**src/rtl/tfn_pkg.sv**
```systemverilog
// ----------------------------------------------------------------------------
// tfn_pkg
// Widths, the reset value of the minimum length and the context record of the face
// normal pipeline; the widths are shared with its step units.
// ----------------------------------------------------------------------------
package tfn_pkg;

    localparam int COORD_W   = 16;
    localparam int FRAC_W    = 14;
    localparam int EDGE_W    = COORD_W + 1;
    localparam int PROD_W    = 2 * EDGE_W;
    localparam int CROSS_W   = PROD_W + 1;
    localparam int MAG_W     = CROSS_W - 1;
    localparam int R_W       = 30;
    localparam int RSQ_W     = 2 * R_W;
    localparam int SUM_W     = RSQ_W + 2;
    localparam int ROOT_W    = R_W + 1;
    localparam int RREM_W    = ROOT_W + 3;
    localparam int NUM_W     = R_W + FRAC_W + 1;
    localparam int Q_W       = FRAC_W + 1;
    localparam int SQ_STEPS  = SUM_W / 2;
    localparam int DIV_STEPS = Q_W;
    localparam int LEN_W     = 16;
    localparam int SMALL_W   = 16;
    localparam int DSUM_W    = 2 * SMALL_W + 2;
    localparam int OUT_W     = 16;

    localparam logic [LEN_W-1:0] LEN_RESET = 16'd7;

    typedef struct packed {
        logic [2:0]          neg;
        logic [2:0][R_W-1:0] r;
        logic                deg;
    } norm_ctx_t;

endpackage

```
**src/rtl/tfn_div_step.sv**
```systemverilog
// ----------------------------------------------------------------------------
// tfn_div_step
// One restoring division step: shifts a numerator bit out of the low register
// into the remainder and shifts the quotient bit into the low register.
// ----------------------------------------------------------------------------
module tfn_div_step
(
    input  logic [tfn_pkg::ROOT_W-1:0] rem_in,
    input  logic [tfn_pkg::Q_W-1:0]    lo_in,
    input  logic [tfn_pkg::ROOT_W-1:0] divisor,
    output logic [tfn_pkg::ROOT_W-1:0] rem_out,
    output logic [tfn_pkg::Q_W-1:0]    lo_out
);
    import tfn_pkg::*;

    logic [ROOT_W:0] acc;
    logic [ROOT_W:0] diff;

    always_comb
    begin
        acc  = {rem_in, lo_in[Q_W-1]};
        diff = acc - {1'b0, divisor};
        if (acc >= {1'b0, divisor})
        begin
            rem_out = diff[ROOT_W-1:0];
            lo_out  = {lo_in[Q_W-2:0], 1'b1};
        end
        else
        begin
            rem_out = acc[ROOT_W-1:0];
            lo_out  = {lo_in[Q_W-2:0], 1'b0};
        end
    end

endmodule

```
**config.mk**
```make
export PLATFORM = sky130hd
export DESIGN_NAME = tfn_div_step
export DESIGN_NICKNAME = d
export VERILOG_FILES = /design/src/rtl/tfn_pkg.sv /design/src/rtl/tfn_div_step.sv
export SDC_FILE = /design/constraint.sdc
export NUM_CORES = 1
export LEC_CHECK = 0
export ABC_CLOCK_PERIOD_IN_PS = 4950
export BUFFER_PORTS_ARGS = -buffer_cell sky130_fd_sc_hd__buf_2
export CORE_MARGIN = 2
export CORE_UTILIZATION = 36
export DETAILED_ROUTE_END_ITERATION = 10
export GPL_TIMING_DRIVEN = 0
export MAX_ROUTING_LAYER = met4
export PLACE_DENSITY = 0.67
export SYNTH_ARGS = -nofsm -noshare
export SYNTH_HDL_FRONTEND = slang
export SYNTH_SLANG_ARGS = --single-unit
export TNS_END_PERCENT = 20
```
**constraint.sdc**
```tcl
create_clock -name vclk -period 4.95
set_input_delay 0.495 -clock vclk [all_inputs]
set_output_delay 0.495 -clock vclk [all_outputs]
set_load 0.005 [all_outputs]
```
# == Word level (Yosys, flattened, before mapping) ==
# Cells that the tools add are included.
# op_classes
add_sub_neg,1
n_lt_le_gt_ge,1
n_mux,2
# ops
operator,count
>= comparator 32 x 31 -> 1 bit,1
two-way mux 31 bit,1
subtractor 31 bit,1
two-way mux 1 bit,1
# word_totals
reg_bits,0
input_bits,77
out_inout_bits,46

# == Logic depth before layout (Yosys ltp) ==
# Gate-level depths: netlist of the first run.
# logic_depth
ltp_word,2
ltp_mapped,12
mapped_depth_nobuf,11

# == Least setup slack after synthesis of the first run ==
# Ideal clock, no wire load.
# synth_timing
path_type,input to output
from,in lo_in[14] (netlist bit)
to,out rem_out[29] (netlist bit)
t_arrival_ps,2586
t_required_ps,4455
setup_slack_ps,1869
stages,11
cell_sequence,inv_1 ha_1 fa_1 nand2b_1 a21oi_1 o21a_2 a31o_4 o21ai_4 a311oi_1 or3b_1 nand4_1
# synth_via
elab_chain_cells,2
elab_cells_between_ends,3
cone_classes,add/sub: 1; order compare: 1; mux: 1
# synth_lines
element,line_no,text
from (decl),tfn_div_step.sv:9,"input logic [tfn_pkg::Q_W-1:0] lo_in,"
subtractor 31 bit or >= comparator 32 x 31 -> 1 bit (tied branches),"tfn_div_step.sv:22, tfn_div_step.sv:23",
two-way mux 31 bit *,tfn_div_step.sv:23,"if (acc >= {1'b0, divisor})"
to (decl),tfn_div_step.sv:11,"output logic [tfn_pkg::ROOT_W-1:0] rem_out,"
# Every way passes the cells marked *; elsewhere a longest branch is shown, timed or not.

# == Final worst setup path of the first run ==
# layout_timing
from,in lo_in[14] (netlist bit)
to,out rem_out[28] (netlist bit)
# Same word-level chain as after synthesis.

==> flow_summary.toml, run 1 <==
[placed_design]
dp_hpwl_um = 5680
placedCellCount = 534
dpl_cell_area_mm2 = 0.00293
place_ws_ns = 1.24
io_buffers = 109
gp_congestion = 0.872

[timing]
drv_slew = 0
setup_viol = 0
post-route-period-util = 0.748
max_freq_mhz = 270
fin_crit_ns = 3.70
fin_ws_ns = 1.25
relSlewSlack = 0.604
rsz0062_at_grt = "false"
whs_ns = 1.16
worst_slew_pin_slew_ns = 0.593
finalHoldViolCount = 0
fin_tns_setup_ns = 0

[die]
start_util = 0.367
coreArea_mm2 = 0.00624
pin_count = 123
rows = 29
die-area_mm2 = 0.00701
dieHeight_um = 83.7
die_w_um = 83.7

[logic_synthesis]
ys_top_cells_by_count = "52 x a21oi_1, 41 x inv_1, 38 x nor2_1"
syn_area_mm2 = 0.00229
synth_fp_nets = 457
synthDistinctLibCells = 55
post-synth-top-count-cell = "a21oi_1"
yosysWarnings = 0
avgSynthCellArea_um2 = 6.58
yosys.area.top_type = "ha_1"
synthCells = 348
synth_top_area_frac = 0.169
synthTopCellsByArea = "ha_1 17%, a21oi_1 11%, inv_1 6.7%"
synth_seq_area_share = 0

[worst_setup_path]
end_kind = "primary output"
arrival_ns = 3.21
crit_chain = "buf_2 -> inv_1 -> ha_1 -> fa_1 -> nand2b_1 -> a21oi_1 -> o21a_2 -> a31o_4 -> o21ai_4 -> nand3_4 -> clkbuf_1 -> nor2_1 -> a21oi_1 -> buf_2"
cp_data_required_time_ns = 4.45
crit_path_max_fanout = 10
cp_slowest_stage_delay_ns = 0.47
startpoint_type = "input pin"
slowest_stage = "clkbuf_1"
critPathKind = "input pin to primary output"

[run_status]
run_status = "finished clean"

[power_and_ir_drop]
clkPwrFrac = 0
p_sw_uw = 214
leakage_nw = 1.60
pwr_density_cell_mw_per_mm2 = 139
switching_share = 0.523
p_comb_frac = 1.000
p_total_uw = 408
ir_worst_vdd_uv = 51.1
seq_power_share = 0
p_int_uw = 195

[finish]
fin_area_mm2 = 0.00293
fin_cells = 534
n_antenna_cell = 0
regArea_um2 = 0
nFillCells = 690
final_layout_size_suffix_gt1_frac = 0.315
n_clock_buffer = 0
multiInputGateArea_mm2 = 0.00195
syn_to_final_growth_pct = 28.0
seq_cell_count = 0
finish.utilization = 0.470
fin_nets = 568

[hold_path]
hold_class = "input pin to primary output"

[clocking]
cts_resized = 0
cts_setup_buffers = 0
cts_hold_buf = 0

[routing]
via_per_inst = 5.22
drt-initial-drc-count = 56
dr.pass1.iters = 4
ant_nets = 0
route.detailed.drc = 0
num_vias = 2787
wire_per_inst_um = 12.6
finalWirelength_um = 6740

[global_route]
grt_max_degree = 11
grt_overflow = 0
grt_pass1_vias = 2438
track_usage = 0.180
grt_antenna_before_repair = 0
grt_pass1_wl_um = 10800

[flow_run]
drv_cap = 0
## worst max-delay path: cells and delay by family
kind                       cells  cell delay [ns]
AOI/OAI and AO/OA              5             0.94
buffers and inverters          4             0.73
adders and majority gates      2             0.63
and+or+nand+nor                3             0.41
## worst paths after layout
check	end	start	depth (start not counted)
max	rem_out[28]	lo_in[14]	14
min	lo_out[6]	lo_in[5]	2
## layer usage
layer | share of wire | GRT usage | wire length, um | vias up
met5 | 0 | - | 0 | -
met4 | 0 | 0 | 0 | 0
met3 | 0.041 | 0.00297 | 274 | 0
met2 | 0.47 | 0.308 | 3190 | 69
met1 | 0.49 | 0.254 | 3270 | 1266
li1 | - | - | - | 1452
## cell families after synthesis
logic type | after synthesis | synth area share
buf+inv | 68 | 0.147
fa+ha+maj | 32 | 0.178
mux | 4 | 0.0246
compound gates | 117 | 0.333
xor+xnor | 26 | 0.0995
simple gates | 101 | 0.218
## power by group through the flow
stage                     combinational [mW]  clock (mW)  sequential (mW)
after detailed placement               0.407           0                0
final                                  0.408           0                0
after global placement                 0.404           0                0
after floorplan                        0.272           0                0
after global routing                   0.454           0                0
after CTS                              0.410           0                0
## area by class of cell
| class | instances | area share |
|---|---|---|
| buffer | 27 | 0.0623 |
| inverter | 41 | 0.0525 |
| multi-input combinational | 280 | 0.666 |
| tap | 77 | 0.0329 |
| timing repair buffer | 109 | 0.186 |
## layout by cell type (no fill, tap or decap), types with 8 or more instances in the layout
cell	instances
buf_2	114
a21oi_1	52
inv_1	41
nor2_1	38
ha_1	31
nand2_1	17
o21ai_0	16
xnor2_1	16
buf_4	14
a21o_1	12
nand4_1	11
xor2_1	10
nand3_1	8
(Power assumes the default switching activity.)
==> run 2: changes to the inputs <==
--- a/config.mk
+++ b/config.mk
@@ -5,14 +5,14 @@
 export SDC_FILE = /design/constraint.sdc
 export NUM_CORES = 1
 export LEC_CHECK = 0
-export ABC_CLOCK_PERIOD_IN_PS = 4950
+export ABC_CLOCK_PERIOD_IN_PS = 3400
 export BUFFER_PORTS_ARGS = -buffer_cell sky130_fd_sc_hd__buf_2
 export CORE_MARGIN = 2
 export CORE_UTILIZATION = 36
 export DETAILED_ROUTE_END_ITERATION = 10
 export GPL_TIMING_DRIVEN = 0
 export MAX_ROUTING_LAYER = met4
-export PLACE_DENSITY = 0.67
+export PLACE_DENSITY = 0.69
 export SYNTH_ARGS = -nofsm -noshare
 export SYNTH_HDL_FRONTEND = slang
 export SYNTH_SLANG_ARGS = --single-unit
==> constraint.sdc (replaced) <==
create_clock -name vclk -period 3.4
set_input_delay 0.34 -clock vclk [all_inputs]
set_output_delay 0.34 -clock vclk [all_outputs]
set_load 0.005 [all_outputs]
==> run 2 against run 1 <==
Flip-flop and latch count unchanged. Largest power group unchanged. Via count up 0.47%. Setup slack worse by 1.1 ns. Critical path type unchanged. Sequential share of layout area unchanged. Final area up 0.13%. Largest cell class unchanged. Wire length down 1.3%. Total power up 45%. Clock-buffer cell count unchanged. Non-clock buffer count unchanged. Critical path depth unchanged. Global-route usage up 0.44 points.
==> flow_summary.toml, run 2 (synthesized netlist as in run 1, its figures left out) <==
[global_route]
met2_usage = 0.316
track_usage = 0.184
grt_overflow = 0
use_met1 = 0.246
busiest_layer = "met2"
gr-usage-met3 = 0.0109
grt_max_degree = 11
grt_antenna_before_repair = 0
grt_pass1_vias = 2533
grt_pass1_wl_um = 11000

[worst_setup_path]
arrival_ns = 2.91
slowest_stage = "clkbuf_1"
crit_path_max_fanout = 10
crit_chain = "buf_2 -> inv_1 -> ha_1 -> fa_1 -> nand2b_1 -> a21oi_1 -> o21a_2 -> a31o_4 -> o21ai_4 -> nand3_4 -> clkbuf_1 -> nor2_1 -> a21oi_1 -> buf_2"
startpoint_type = "input pin"
cp_data_required_time_ns = 3.06
startpoint = "lo_in[14]"
worstSetupEndpoint = "rem_out[9]"
cp_slowest_stage_delay_ns = 0.43
end_kind = "primary output"
cpLargestDelayFamily = "compound AO/OA/AOI/OAI gates"
cp.depth = 14
critPathKind = "input pin to primary output"
critPathBufInv = 4

[timing]
post-route-period-util = 0.956
worst_slew_pin_slew_ns = 0.603
setup_viol = 0
max_freq_mhz = 308
rsz0062_at_grt = "true"
relSlewSlack = 0.598
fin_ws_ns = 0.149
drv_slew = 0
finalHoldViolCount = 0
whs_ns = 0.845
fin_crit_ns = 3.25

[routing]
ant_nets = 0
via_per_inst = 5.24
num_vias = 2800
route.detailed.drc = 0
wire_per_inst_um = 12.5
dr.pass1.iters = 5
finalWirelength_um = 6650
drt-initial-drc-count = 104

[power_and_ir_drop]
switching_share = 0.520
p_comb_frac = 1.000
p_int_uw = 284
clkPwrFrac = 0
p_sw_uw = 308
ir_worst_vdd_uv = 72.8
leakage_nw = 1.61
pwr_density_cell_mw_per_mm2 = 202
seq_power_share = 0

[hold_path]
hold_class = "input pin to primary output"
min-delay-start = "lo_in[9]"

[die]
rows = 29
pin_count = 123
dieHeight_um = 83.7
coreArea_mm2 = 0.00624
die-area_mm2 = 0.00701
start_util = 0.367
die_w_um = 83.7

[placed_design]
placedCellCount = 534
dp_hpwl_um = 5650
io_buffers = 109
gp_congestion = 0.859
place_ws_ns = 0.00793

[finish]
seq_cell_count = 0
fin_nets = 568
final_common_cell = "buf_2"
finish.utilization = 0.470
n_antenna_cell = 0
syn_to_final_growth_pct = 28.2
layout_common_cells = "114 x buf_2, 52 x a21oi_1, 41 x inv_1"
final_layout_size_suffix_gt1_frac = 0.322
fin_cells = 534
n_clock_buffer = 0
regArea_um2 = 0

[run_status]
run_status = "finished clean"

[clocking]
cts_hold_buf = 0
cts_setup_buffers = 0
cts_resized = 0

[flow_run]
drv_cap = 0
## run 2: cell counts in the layout (fill, tap and decap cells not counted)
No cell type changed its count.
## run 2: power by group through the flow
| stage | sequential (mW) | clock [mW] | combinational, mW |
|---|---|---|---|
| floorplan | 0 | 0 | 0.396 |
| global placement | 0 | 0 | 0.589 |
| detailed placement | 0 | 0 | 0.593 |
| CTS | 0 | 0 | 0.597 |
| global route | 0 | 0 | 0.665 |
| finish | 0 | 0 | 0.592 |
## run 2: worst min-delay path by stage
stage,slack [ns],cells after the start,end
after floorplan,0.76,1,lo_out[10]
after global placement,0.85,2,lo_out[5]
after detailed placement,0.85,2,lo_out[10]
after CTS,0.85,2,lo_out[10]
after global routing,0.85,2,lo_out[4]
final,0.85,2,lo_out[10]
## run 2: metrics by stage
| stage | area (um^2) | TNS, ns | power (mW) |
|---|---|---|---|
| floorplan | 2290 | 0 | 0.396 |
| global placement | 2930 | -0.0105 | 0.589 |
| detailed placement | 2930 | 0 | 0.593 |
| CTS | 2930 | 0 | 0.597 |
| global route | 2930 | -0.200 | 0.665 |
| finish | 2930 | 0 | 0.592 |
## run 2: final cells by class
cell class                 count  area [um^2]
buffer                        27          186
timing repair buffer         109          546
multi-input combinational    280         1950
inverter                      41          154
fill                         708         3310
tap                           77         96.3
## run 2: layer usage
layer,vias to the layer above,wire length [um]
li1,1450,-
met1,1253,3030
met2,89,3140
met3,8,416
met4,0,65
met5,-,0
