**src/rtl/tfn_pkg.sv**
```systemverilog
// ----------------------------------------------------------------------------
// tfn_pkg
// Widths, the reset value of the minimum length and the context record of the face
// normal pipeline; the widths are shared with its step units.
// ----------------------------------------------------------------------------
package tfn_pkg;

    localparam int COORD_W   = 16;
    localparam int FRAC_W    = 14;
    localparam int EDGE_W    = COORD_W + 1;
    localparam int PROD_W    = 2 * EDGE_W;
    localparam int CROSS_W   = PROD_W + 1;
    localparam int MAG_W     = CROSS_W - 1;
    localparam int R_W       = 30;
    localparam int RSQ_W     = 2 * R_W;
    localparam int SUM_W     = RSQ_W + 2;
    localparam int ROOT_W    = R_W + 1;
    localparam int RREM_W    = ROOT_W + 3;
    localparam int NUM_W     = R_W + FRAC_W + 1;
    localparam int Q_W       = FRAC_W + 1;
    localparam int SQ_STEPS  = SUM_W / 2;
    localparam int DIV_STEPS = Q_W;
    localparam int LEN_W     = 16;
    localparam int SMALL_W   = 16;
    localparam int DSUM_W    = 2 * SMALL_W + 2;
    localparam int OUT_W     = 16;

    localparam logic [LEN_W-1:0] LEN_RESET = 16'd7;

    typedef struct packed {
        logic [2:0]          neg;
        logic [2:0][R_W-1:0] r;
        logic                deg;
    } norm_ctx_t;

endpackage

```
**src/rtl/tfn_sqrt_step.sv**
```systemverilog
// ----------------------------------------------------------------------------
// tfn_sqrt_step
// One restoring square-root step: brings in two radicand bits, yields one
// root bit.
// ----------------------------------------------------------------------------
module tfn_sqrt_step
(
    input  logic [tfn_pkg::RREM_W-1:0] rem_in,
    input  logic [tfn_pkg::ROOT_W-1:0] root_in,
    input  logic [1:0]                 pair,
    output logic [tfn_pkg::RREM_W-1:0] rem_out,
    output logic [tfn_pkg::ROOT_W-1:0] root_out
);
    import tfn_pkg::*;

    logic [RREM_W-1:0] acc;
    logic [RREM_W-1:0] trial;

    always_comb
    begin
        acc   = {rem_in[RREM_W-3:0], pair};
        trial = {1'b0, root_in, 2'b01};
        if (acc >= trial)
        begin
            rem_out  = acc - trial;
            root_out = {root_in[ROOT_W-2:0], 1'b1};
        end
        else
        begin
            rem_out  = acc;
            root_out = {root_in[ROOT_W-2:0], 1'b0};
        end
    end

endmodule

```
**config.mk**
```make
export PLATFORM = sky130hd
export DESIGN_NAME = tfn_sqrt_step
export DESIGN_NICKNAME = d
export VERILOG_FILES = /design/src/rtl/tfn_pkg.sv /design/src/rtl/tfn_sqrt_step.sv
export SDC_FILE = /design/constraint.sdc
export NUM_CORES = 1
export LEC_CHECK = 0
export BUFFER_PORTS_ARGS = -buffer_cell sky130_fd_sc_hd__buf_2
export CORE_MARGIN = 2
export CORE_UTILIZATION = 49
export DETAILED_ROUTE_END_ITERATION = 8
export PLACE_DENSITY = 0.85
export SYNTH_ARGS = -nofsm -noshare
export SYNTH_HDL_FRONTEND = slang
export SYNTH_SLANG_ARGS = --single-unit
```
**constraint.sdc**
```tcl
create_clock -name vclk -period 4.01
set_input_delay 0.6015 -clock vclk [all_inputs]
set_output_delay 0.6015 -clock vclk [all_outputs]
set_load 0.02 [all_outputs]
```
; After elaboration in Yosys (flattened, before gate mapping)
; Cells that the tools add are included.
[totals]
word_cells = 4
out_inout_bits = 65
register_bits = 0
in_bits = 67
[classes]
muxes = 2
add_sub_neg = 1
n_lt_le_gt_ge = 1
[op_table]
columns = op, n
row1 = $ge A34 B33 Y1, 1
row2 = $mux W34, 1
row3 = $sub A34 B33 Y34, 1
row4 = $mux W1, 1

; Depth between registers and ports, before layout
; Gate-level depths: netlist (run 1).
[logic_depth]
ltp_word = 2
mapped_depth = 14
mapped_depth_nobuf = 11

; Least setup slack after synthesis (run 1)
; Ideal clock, no wire load.
[synth_timing]
path_type = input to output
from = input port root_in[0] (netlist name)
to = output port rem_out[26] (netlist name)
cell_stages = 11
t_arrival_ns = 2.866
slack_ns = 0.543
n_path_buf = 1
t_required_ns = 3.408
path_cell_list = inv_1 -> ha_1 -> nor2b_4 -> o31a_1 -> o31ai_2 -> a21oi_2 -> o211a_4 -> o21ai_4 -> buf_6 -> a211oi_1 -> nor3_1
[synth_between]
elab_chain_cells = 2
word_cells_on_any_way = 3
cone_classes = add/sub: 1 / order compare: 1 / mux: 1
[synth_lines]
columns = item, line_no
row1 = "start, declared", tfn_sqrt_step.sv:9  ; input logic [tfn_pkg::ROOT_W-1:0] root_in,
row2 = $sub A34 B33 Y34 / $ge A34 B33 Y1 (equally long branches), "tfn_sqrt_step.sv:25, tfn_sqrt_step.sv:23"
row3 = $mux W34 (*), tfn_sqrt_step.sv:23  ; if (acc >= trial)
row4 = "end, declared", tfn_sqrt_step.sv:11  ; output logic [tfn_pkg::RREM_W-1:0] rem_out,
; Mark *: on every way between the ends. The rest lies on a longest branch, timed or not.

; Worst setup path after layout (run 1)
[layout_timing]
from = input port rem_in[7] (netlist name)
to = output port rem_out[26] (netlist name)
[layout_between]
elab_chain_cells = 2
word_cells_on_any_way = 3
cone_classes = add/sub: 1 / order compare: 1 / mux: 1
[layout_lines]
columns = item, line_no
row1 = "start, declared", tfn_sqrt_step.sv:8  ; input logic [tfn_pkg::RREM_W-1:0] rem_in,
row2 = $sub A34 B33 Y34 / $ge A34 B33 Y1 (equally long branches), "tfn_sqrt_step.sv:25, tfn_sqrt_step.sv:23"
row3 = $mux W34 (*), tfn_sqrt_step.sv:23
; Marked as above.

==> metrics, run 1 <==
status finished, final reports clean; Yosys warnings 0; Slew headroom 68.7%; Placement Cell Area approximately 3100 sq um; DP HPWL between 5000 and 6000 um; number of cells on the critical path 12; drt total wl between 6000 and 7000 um; first-pass iteration count of the detailed router 4; Synth Net Count 510; IO buf count 130; GRT overflow 0; max cap viols 0; Crit path largest cell delay 0.46 ns; Mapped Avg Cell Area roughly 6.5 sq um; antenna viol nets, final 0; pwr/cell area 219 nW/um^2; CP top delay family compound AO/OA/AOI/OAI gates; Post-CTS Setup Inserts 0; hold slack 1.43 ns; Setup-failing EPs final 0; Nets approximately 600; post-DR wirelength/cell approximately 12 um; final hold vios 0; # clk buffers 0; RSZ-0062 raised after global routing no; share of the synthesized area in the top cell type 15.5%; Period Utilization, post-route around 93%; Slew Viols, Final 0; Min-Delay Path Depth 2; commonest cells in the synthesized netlist inv_1, a21oi_1, nor2_1; initial antenna violation count 0; Vias/cell 5.45; first-pass GRT wire length 11600 um; Slew @ Worst Pin around 0.46 ns; Most common cell on crit path buf_2; Syn Inst Count 410; largest cells by area after synthesis ha_1, buf_4, a21oi_1; gp weighted congestion just over 0.9; drt drc 0; Seq cells 0; Register Area 0 sq um; Synth cell types 56; leak pwr around 1.7 nW; P&R area growth vs syn 17.0%; min Tclk post-route 3.74 ns; critical path required time 3.41 ns; Peak Freq approximately 0.27 GHz; Critical Path End Type output port; GRT Resource Usage Total a little over a fifth; Core Area 5170 sq um; post-route cell area between 3000 and 4000 sq um; layout cell share with drive strength beyond 1 30.9%; CTS resizes 0; cells along the critical path buf_2 -> ha_1 -> nand2_1 -> nor2_1 -> o41ai_2 -> a21oi_2 -> o211a_4 -> o21ai_4 -> buf_4 -> a211oi_1 -> nor3_1 -> buf_2; critical path arrival between 3 and 4 ns; Rows 26; worst path bufs/invs 3; largest net degree at the start of global routing 23; die height about 80 um; Seq/Total Area, Yosys 0%; Critical-path top delay cell o41ai_2; initial core utilization 51.4%; Hold WC Path Type in2out; most frequent cell after synthesis inv_1; Die Wd 77.7 um; Vias a little over 3000; startpoint types input port; hold_buf cts 0; Iter 0 DRT Violations around 140; vias in the first global route 2781; DIE AREA 6030 sq um; Setup CP Type in2out; Synth area leader ha_1; IR Drop Worst-Case VDD 0.000106 V; setup TNS 0 ns; Ant. Diodes 0; worst-path fanout max 18; I/O pins 132; fin util 60.2%; Post-Syn Area 2660 sq um
-- report_power, final --
group,total [mW],switching (mW),leakage [nW],internal (mW)
logic,0.683,0.422,1.72,0.261
clock network,0,0,0,0
registers,0,0,0,0
total,0.683,0.422,1.72,0.261
-- cells in the final DEF, fill, tap and decap left out, types with 6 or more instances in the layout --
master / n
a21o_1: 16
inv_1: 43
xnor2_1: 10
nand4_1: 6
o21ai_0: 22
or3_1: 6
nor3_1: 10
a211oi_1: 7
ha_1: 33
nor2_1: 38
nand3_1: 13
o31ai_1: 6
buf_2: 130
xor2_1: 12
nand2_1: 37
a21oi_1: 40
-- per-stage QoR --
stage	cells	setup WS [ns]	total power, mW
final	571	0.266	0.683
after global routing	571	0.0873	0.757
after CTS	571	0.274	0.684
after detailed placement	571	0.280	0.680
after global placement	571	0.260	0.670
after floorplan	410	0.543	0.522
-- cells by family (layout without fill, tap and decap cells) --
| logic type | after synthesis | count (layout) | synth area share, % |
|---|---|---|---|
| multiplexers | 3 | 3 | 1.18 |
| buffers and inverters | 88 | 179 | 18.4 |
| XOR/XNOR | 22 | 22 | 7.24 |
| AO/OA/AOI/OAI | 133 | 133 | 34.2 |
| AND/OR/NAND/NOR | 131 | 131 | 23.4 |
| adder cells (fa/ha/maj) | 33 | 33 | 15.5 |
-- area by class of cell --
class / count / area [sq um]
multi-input combinational: 322 / 2170
fill: 502 / 2060
timing repair buffer: 135 / 688
inverter: 44 / 165
tap: 70 / 87.6
-- final timing paths --
| path | slack, ns | end | from |
|---|---|---|---|
| worst max-delay path | 0.27 | rem_out[26] | rem_in[7] |
| worst min-delay path | 1.43 | root_out[4] | root_in[3] |
-- routing by layer --
layer | wire length, um | share of wire (%) | vias to the layer above | global-route usage [%]
met5 | 0 | 0 | - | 0
met4 | 40 | 0.58 | 0 | 2.50
met3 | 378 | 5.5 | 6 | 0.581
met2 | 3230 | 47 | 115 | 39.8
met1 | 3240 | 47 | 1366 | 29.2
li1 | - | - | 1625 | -
Note: power is estimated with default switching activity, not from simulation.
==> run 2, diff against run 1 <==
==> constraint.sdc (replaced) <==
create_clock -name vclk -period 4.01
set_input_delay 0.401 -clock vclk [all_inputs]
set_output_delay 0.401 -clock vclk [all_outputs]
set_load 0.02 [all_outputs]
==> run 2 against run 1 <==
Compared with the run above: combinational power about the same; via count about the same; first-iteration DRC count up 14%; power about the same; critical path depth unchanged; flip-flop and latch count unchanged; core utilization down 0.19 points; global-route usage down 0.19 points; cell count down 0.53%; die area unchanged; count of clock-buffer cells in the layout unchanged; largest power group unchanged; highest routed layer unchanged.
==> metrics, run 2 (synthesis results as in run 1) <==
layout filler cell count between 500 and 600; commonest non-fill, non-tap cell in the layout buf_2; DIE AREA roughly 6000 sq um; final non-filler cell total 568; first-pass GRT wire length approximately 12000 um; Register Area 0 sq um; Period Utilization, post-route about 85%; Hold WC Path Type in2out; hold_buf cts 0; Vias 3115; drt total wl 6860 um; top layer in use met4; die height between 70 and 80 um; I/O pins 132; routed length on met1 between 3000 and 4000 um; antenna viol nets, final 0; Slew @ Worst Pin roughly 0.43 ns; critical path required time 3.61 ns; Peak Freq 0.293 GHz; Min-Delay Path Depth 2; initial antenna violation count 0; vias in the first global route between 2000 and 3000; max cap viols 0; gp weighted congestion 0.919; Vias/cell between 5 and 6; Crit path largest cell delay about 0.35 ns; hold slack between 1 and 1.5 ns; Slew headroom a little over two thirds; # clk buffers 0; cells along the critical path buf_2 -> ha_1 -> nor2b_4 -> o31a_1 -> o31ai_2 -> a21oi_2 -> o211a_4 -> o21ai_4 -> buf_4 -> a31oi_1 -> a32o_1 -> buf_2; Critical Path End Type output port; Pint between 0.2 and 0.3 mW; Slew Viols, Final 0; final hold vios 0; met2 WL about 3300 um; P&R area growth vs syn 16.6%; Seq pwr share 0%; initial core utilization 51.4%; drt drc 0; Die Wd between 70 and 80 um; CTS resizes 0; status finished, final reports clean; Net Sw Frac 61.9%; Most common cell on crit path buf_2; largest net degree at the start of global routing 30; first-pass iteration count of the detailed router 4; Nets 600; setup TNS 0 ns; startpoint types input port; Ant. Diodes 0; clock group share of total power 0%; worst-path fanout max 29; Seq cells 0; Iter 0 DRT Violations approximately 160; Rows 26; Setup CP Type in2out; leak pwr 1.71 nW; commonest cells after routing, fill and taps aside buf_2, inv_1, a21oi_1; Core Area 5170 sq um; post-place setup slack 0.604 ns; met3 WL between 400 and 500 um; Critical-path top delay cell ha_1; Post-CTS Setup Inserts 0; setup ws final 0.595 ns; cell count after placement 568; Setup-failing EPs final 0; fin util 60.0%; RSZ-0062 raised after global routing no; Comb power frac 100.0%; GRT Resource Usage Total a little over a fifth; critical path arrival roughly 3.0 ns; GRT overflow 0; post-DR wirelength/cell ~12 um; layout cell share with drive strength beyond 1 a little under a third; DP HPWL 5830 um; switching pwr between 0.4 and 0.5 mW; min Tclk post-route 3.42 ns; IO buf count 130; pwr/cell area 220 nW/um^2; IR Drop Worst-Case VDD 0.000113 V
run 2: worst max-delay path, delay by kind of cell:
kind / cells / cell delay [ns]
compound gates: 7 / 1.53
simple gates: 1 / 0.15
buf+inv: 3 / 0.57
fa+ha+maj: 1 / 0.35
run 2: path summary, 6_finish.rpt:
check	start	endpoint	slack, ns
worst max-delay path	rem_in[0]	rem_out[32]	0.59
worst min-delay path	root_in[15]	root_out[16]	1.03
run 2: power by group through the flow:
stage	Clock, mW	Sequential (mW)	Combinational [mW]
final	0	0	0.683
after global routing	0	0	0.750
after CTS	0	0	0.683
after detailed placement	0	0	0.679
after global placement	0	0	0.666
after floorplan	0	0	0.522
run 2: metrics by stage:
step | power [mW] | instance area [sq um]
6_report | 0.683 | 3100
5_1_grt | 0.750 | 3100
4_1_cts | 0.683 | 3100
3_5_place_dp | 0.679 | 3100
3_3_place_gp | 0.666 | 3100
2_1_floorplan | 0.522 | 2660
run 2: layer usage:
layer,vias to the layer above,global-route usage (%)
li1,1608,-
met2,123,39.8
met4,0,2.68
met5,-,0
met3,6,1.05
met1,1378,28.3
run 2: area by class of cell:
class / count / area [sq um] / area share [%]
Multi-Input combinational cell: 322 / 2170 / 70.0
Inverter: 44 / 165 / 5.32
Timing Repair Buffer: 132 / 678 / 21.9
Tap cell: 70 / 87.6 / 2.82
==> run 3, diff against run 2 <==
Clock period 4.01 ns to 3.2 ns, I/O delays scaled along.
==> run 3 against run 2 <==
Compared with the run above: global-route usage rose by 0.97 points; die area did not move; non-clock buffer count grew 10; count of clock-buffer cells in the layout did not move; combinational power increased by 32%; routed wire length up 6.8%; via count is 3.1% higher; first-iteration DRC count fell by 17%; core utilization increased by 2.7 points; worst hold slack got worse by 0.16 ns; flip-flop and latch count did not move; highest routed layer unchanged.
==> metrics, run 3 (synthesis results as in run 1) <==
status finished, final reports clean; min Tclk post-route 3.12 ns; Core Area 5170 sq um; antenna viol nets, final 0; Critical-path top delay cell ha_1; Critical Path End Type output port; CP top delay family compound AO/OA/AOI/OAI gates; Period Utilization, post-route 97.4%; critical path required time 2.88 ns; gp weighted congestion 0.950; Hold WC Path Type in2out; critical path arrival 2.80 ns; drt total wl about 7300 um; Most common cell on crit path buf_2; Peak Freq 0.321 GHz; area occupied by multi-input gates ~2200 sq um; worst setup path startpoint rem_in[1]; final non-filler cell total 578; hold_buf cts 0; Vias/cell 5.56; Hold Startpoint root_in[12]; DIE AREA 6030 sq um; worst path bufs/invs 4; pwr/cell area 277 nW/um^2; layout cell share with drive strength beyond 1 33.1%; cells along the critical path buf_2 -> ha_1 -> o21a_1 -> o31a_1 -> o31ai_2 -> a21oi_2 -> o211a_4 -> o21ai_4 -> inv_2 -> buf_4 -> a31o_2 -> buf_2; Slew Viols, Final 0; DP HPWL 6150 um; worst-path fanout max 8; Rows 26; Iter 0 DRT Violations 128; commonest cells after routing, fill and taps aside buf_2, inv_1, a21oi_1; fin util around 63%; max cap viols 0; die height a little under 80 um; startpoint types input port; Vias 3213; layout filler cell count 499; final hold vios 0; Die Wd between 70 and 80 um; P&R area growth vs syn 21.9%; Nets 610; IO buf count 130; Setup-failing EPs final 0; Ant. Diodes 0; post-DR wirelength/cell 12.7 um; initial antenna violation count 0; first-pass GRT wire length 12000 um; IR Drop Worst-Case VDD 0.000153 V; GRT Resource Usage Total between 20% and 30%; largest net degree at the start of global routing 23; initial core utilization 51.4%; Crit path largest cell delay approximately 0.35 ns; cell count after placement around 580; vias in the first global route about 2900; Register Area 0 sq um; Seq cells 0; Slew headroom 75.0%; drt drc 0; Setup CP Type in2out; I/O pins 132; GRT overflow 0; commonest non-fill, non-tap cell in the layout buf_2; # clk buffers 0; leak pwr approximately 1.8 nW; Slew @ Worst Pin 0.371 ns; first-pass iteration count of the detailed router 4
-- run 3: layout make-up --
| type | instances | share of cell area (%) |
|---|---|---|
| inverters | 44 | 5.09 |
| multi-input cells | 322 | 69.0 |
| repair buffers | 142 | 23.2 |
| well taps | 70 | 2.70 |
-- run 3: per-layer routing --
metal	routed length [um]	share of wire, %	GRT usage [%]
met1	3290	45	29.4
met2	3440	47	39.5
met3	445	6.1	1.86
met4	145	2.0	6.25
met5	0	0	0
-- run 3: path summary, 6_finish.rpt --
path | slack [ns] | endpoint | cells after the start
worst max-delay path | 0.08 | rem_out[12] | 12
worst min-delay path | 0.87 | root_out[13] | 2
-- run 3: report_power, final --
part	total (mW)	switching, mW	internal [mW]	leakage, nW
Sequential	0	0	0	0
Clock	0	0	0	0
Combinational	0.899	0.549	0.350	1.77
-- run 3: stage by stage --
step	hold WS (ns)	area, sq um	power (mW)	setup TNS, ns	setup WS [ns]
after floorplan	0.753	2660	0.654	0	0.296
after global placement	0.872	3160	0.850	0	0.0677
after detailed placement	0.872	3160	0.865	0	0.00200
after CTS	0.873	3160	0.869	0	0.00629
after global routing	0.877	3240	0.983	-0.00196	-0.00196
final	0.871	3240	0.899	0	0.0840
-- run 3: timing repair --
action / in CTS / in global routing
gates resized for setup: 0 / 13
endpoints found under the setup margin: 0 / 31
setup buffers: 0 / 1
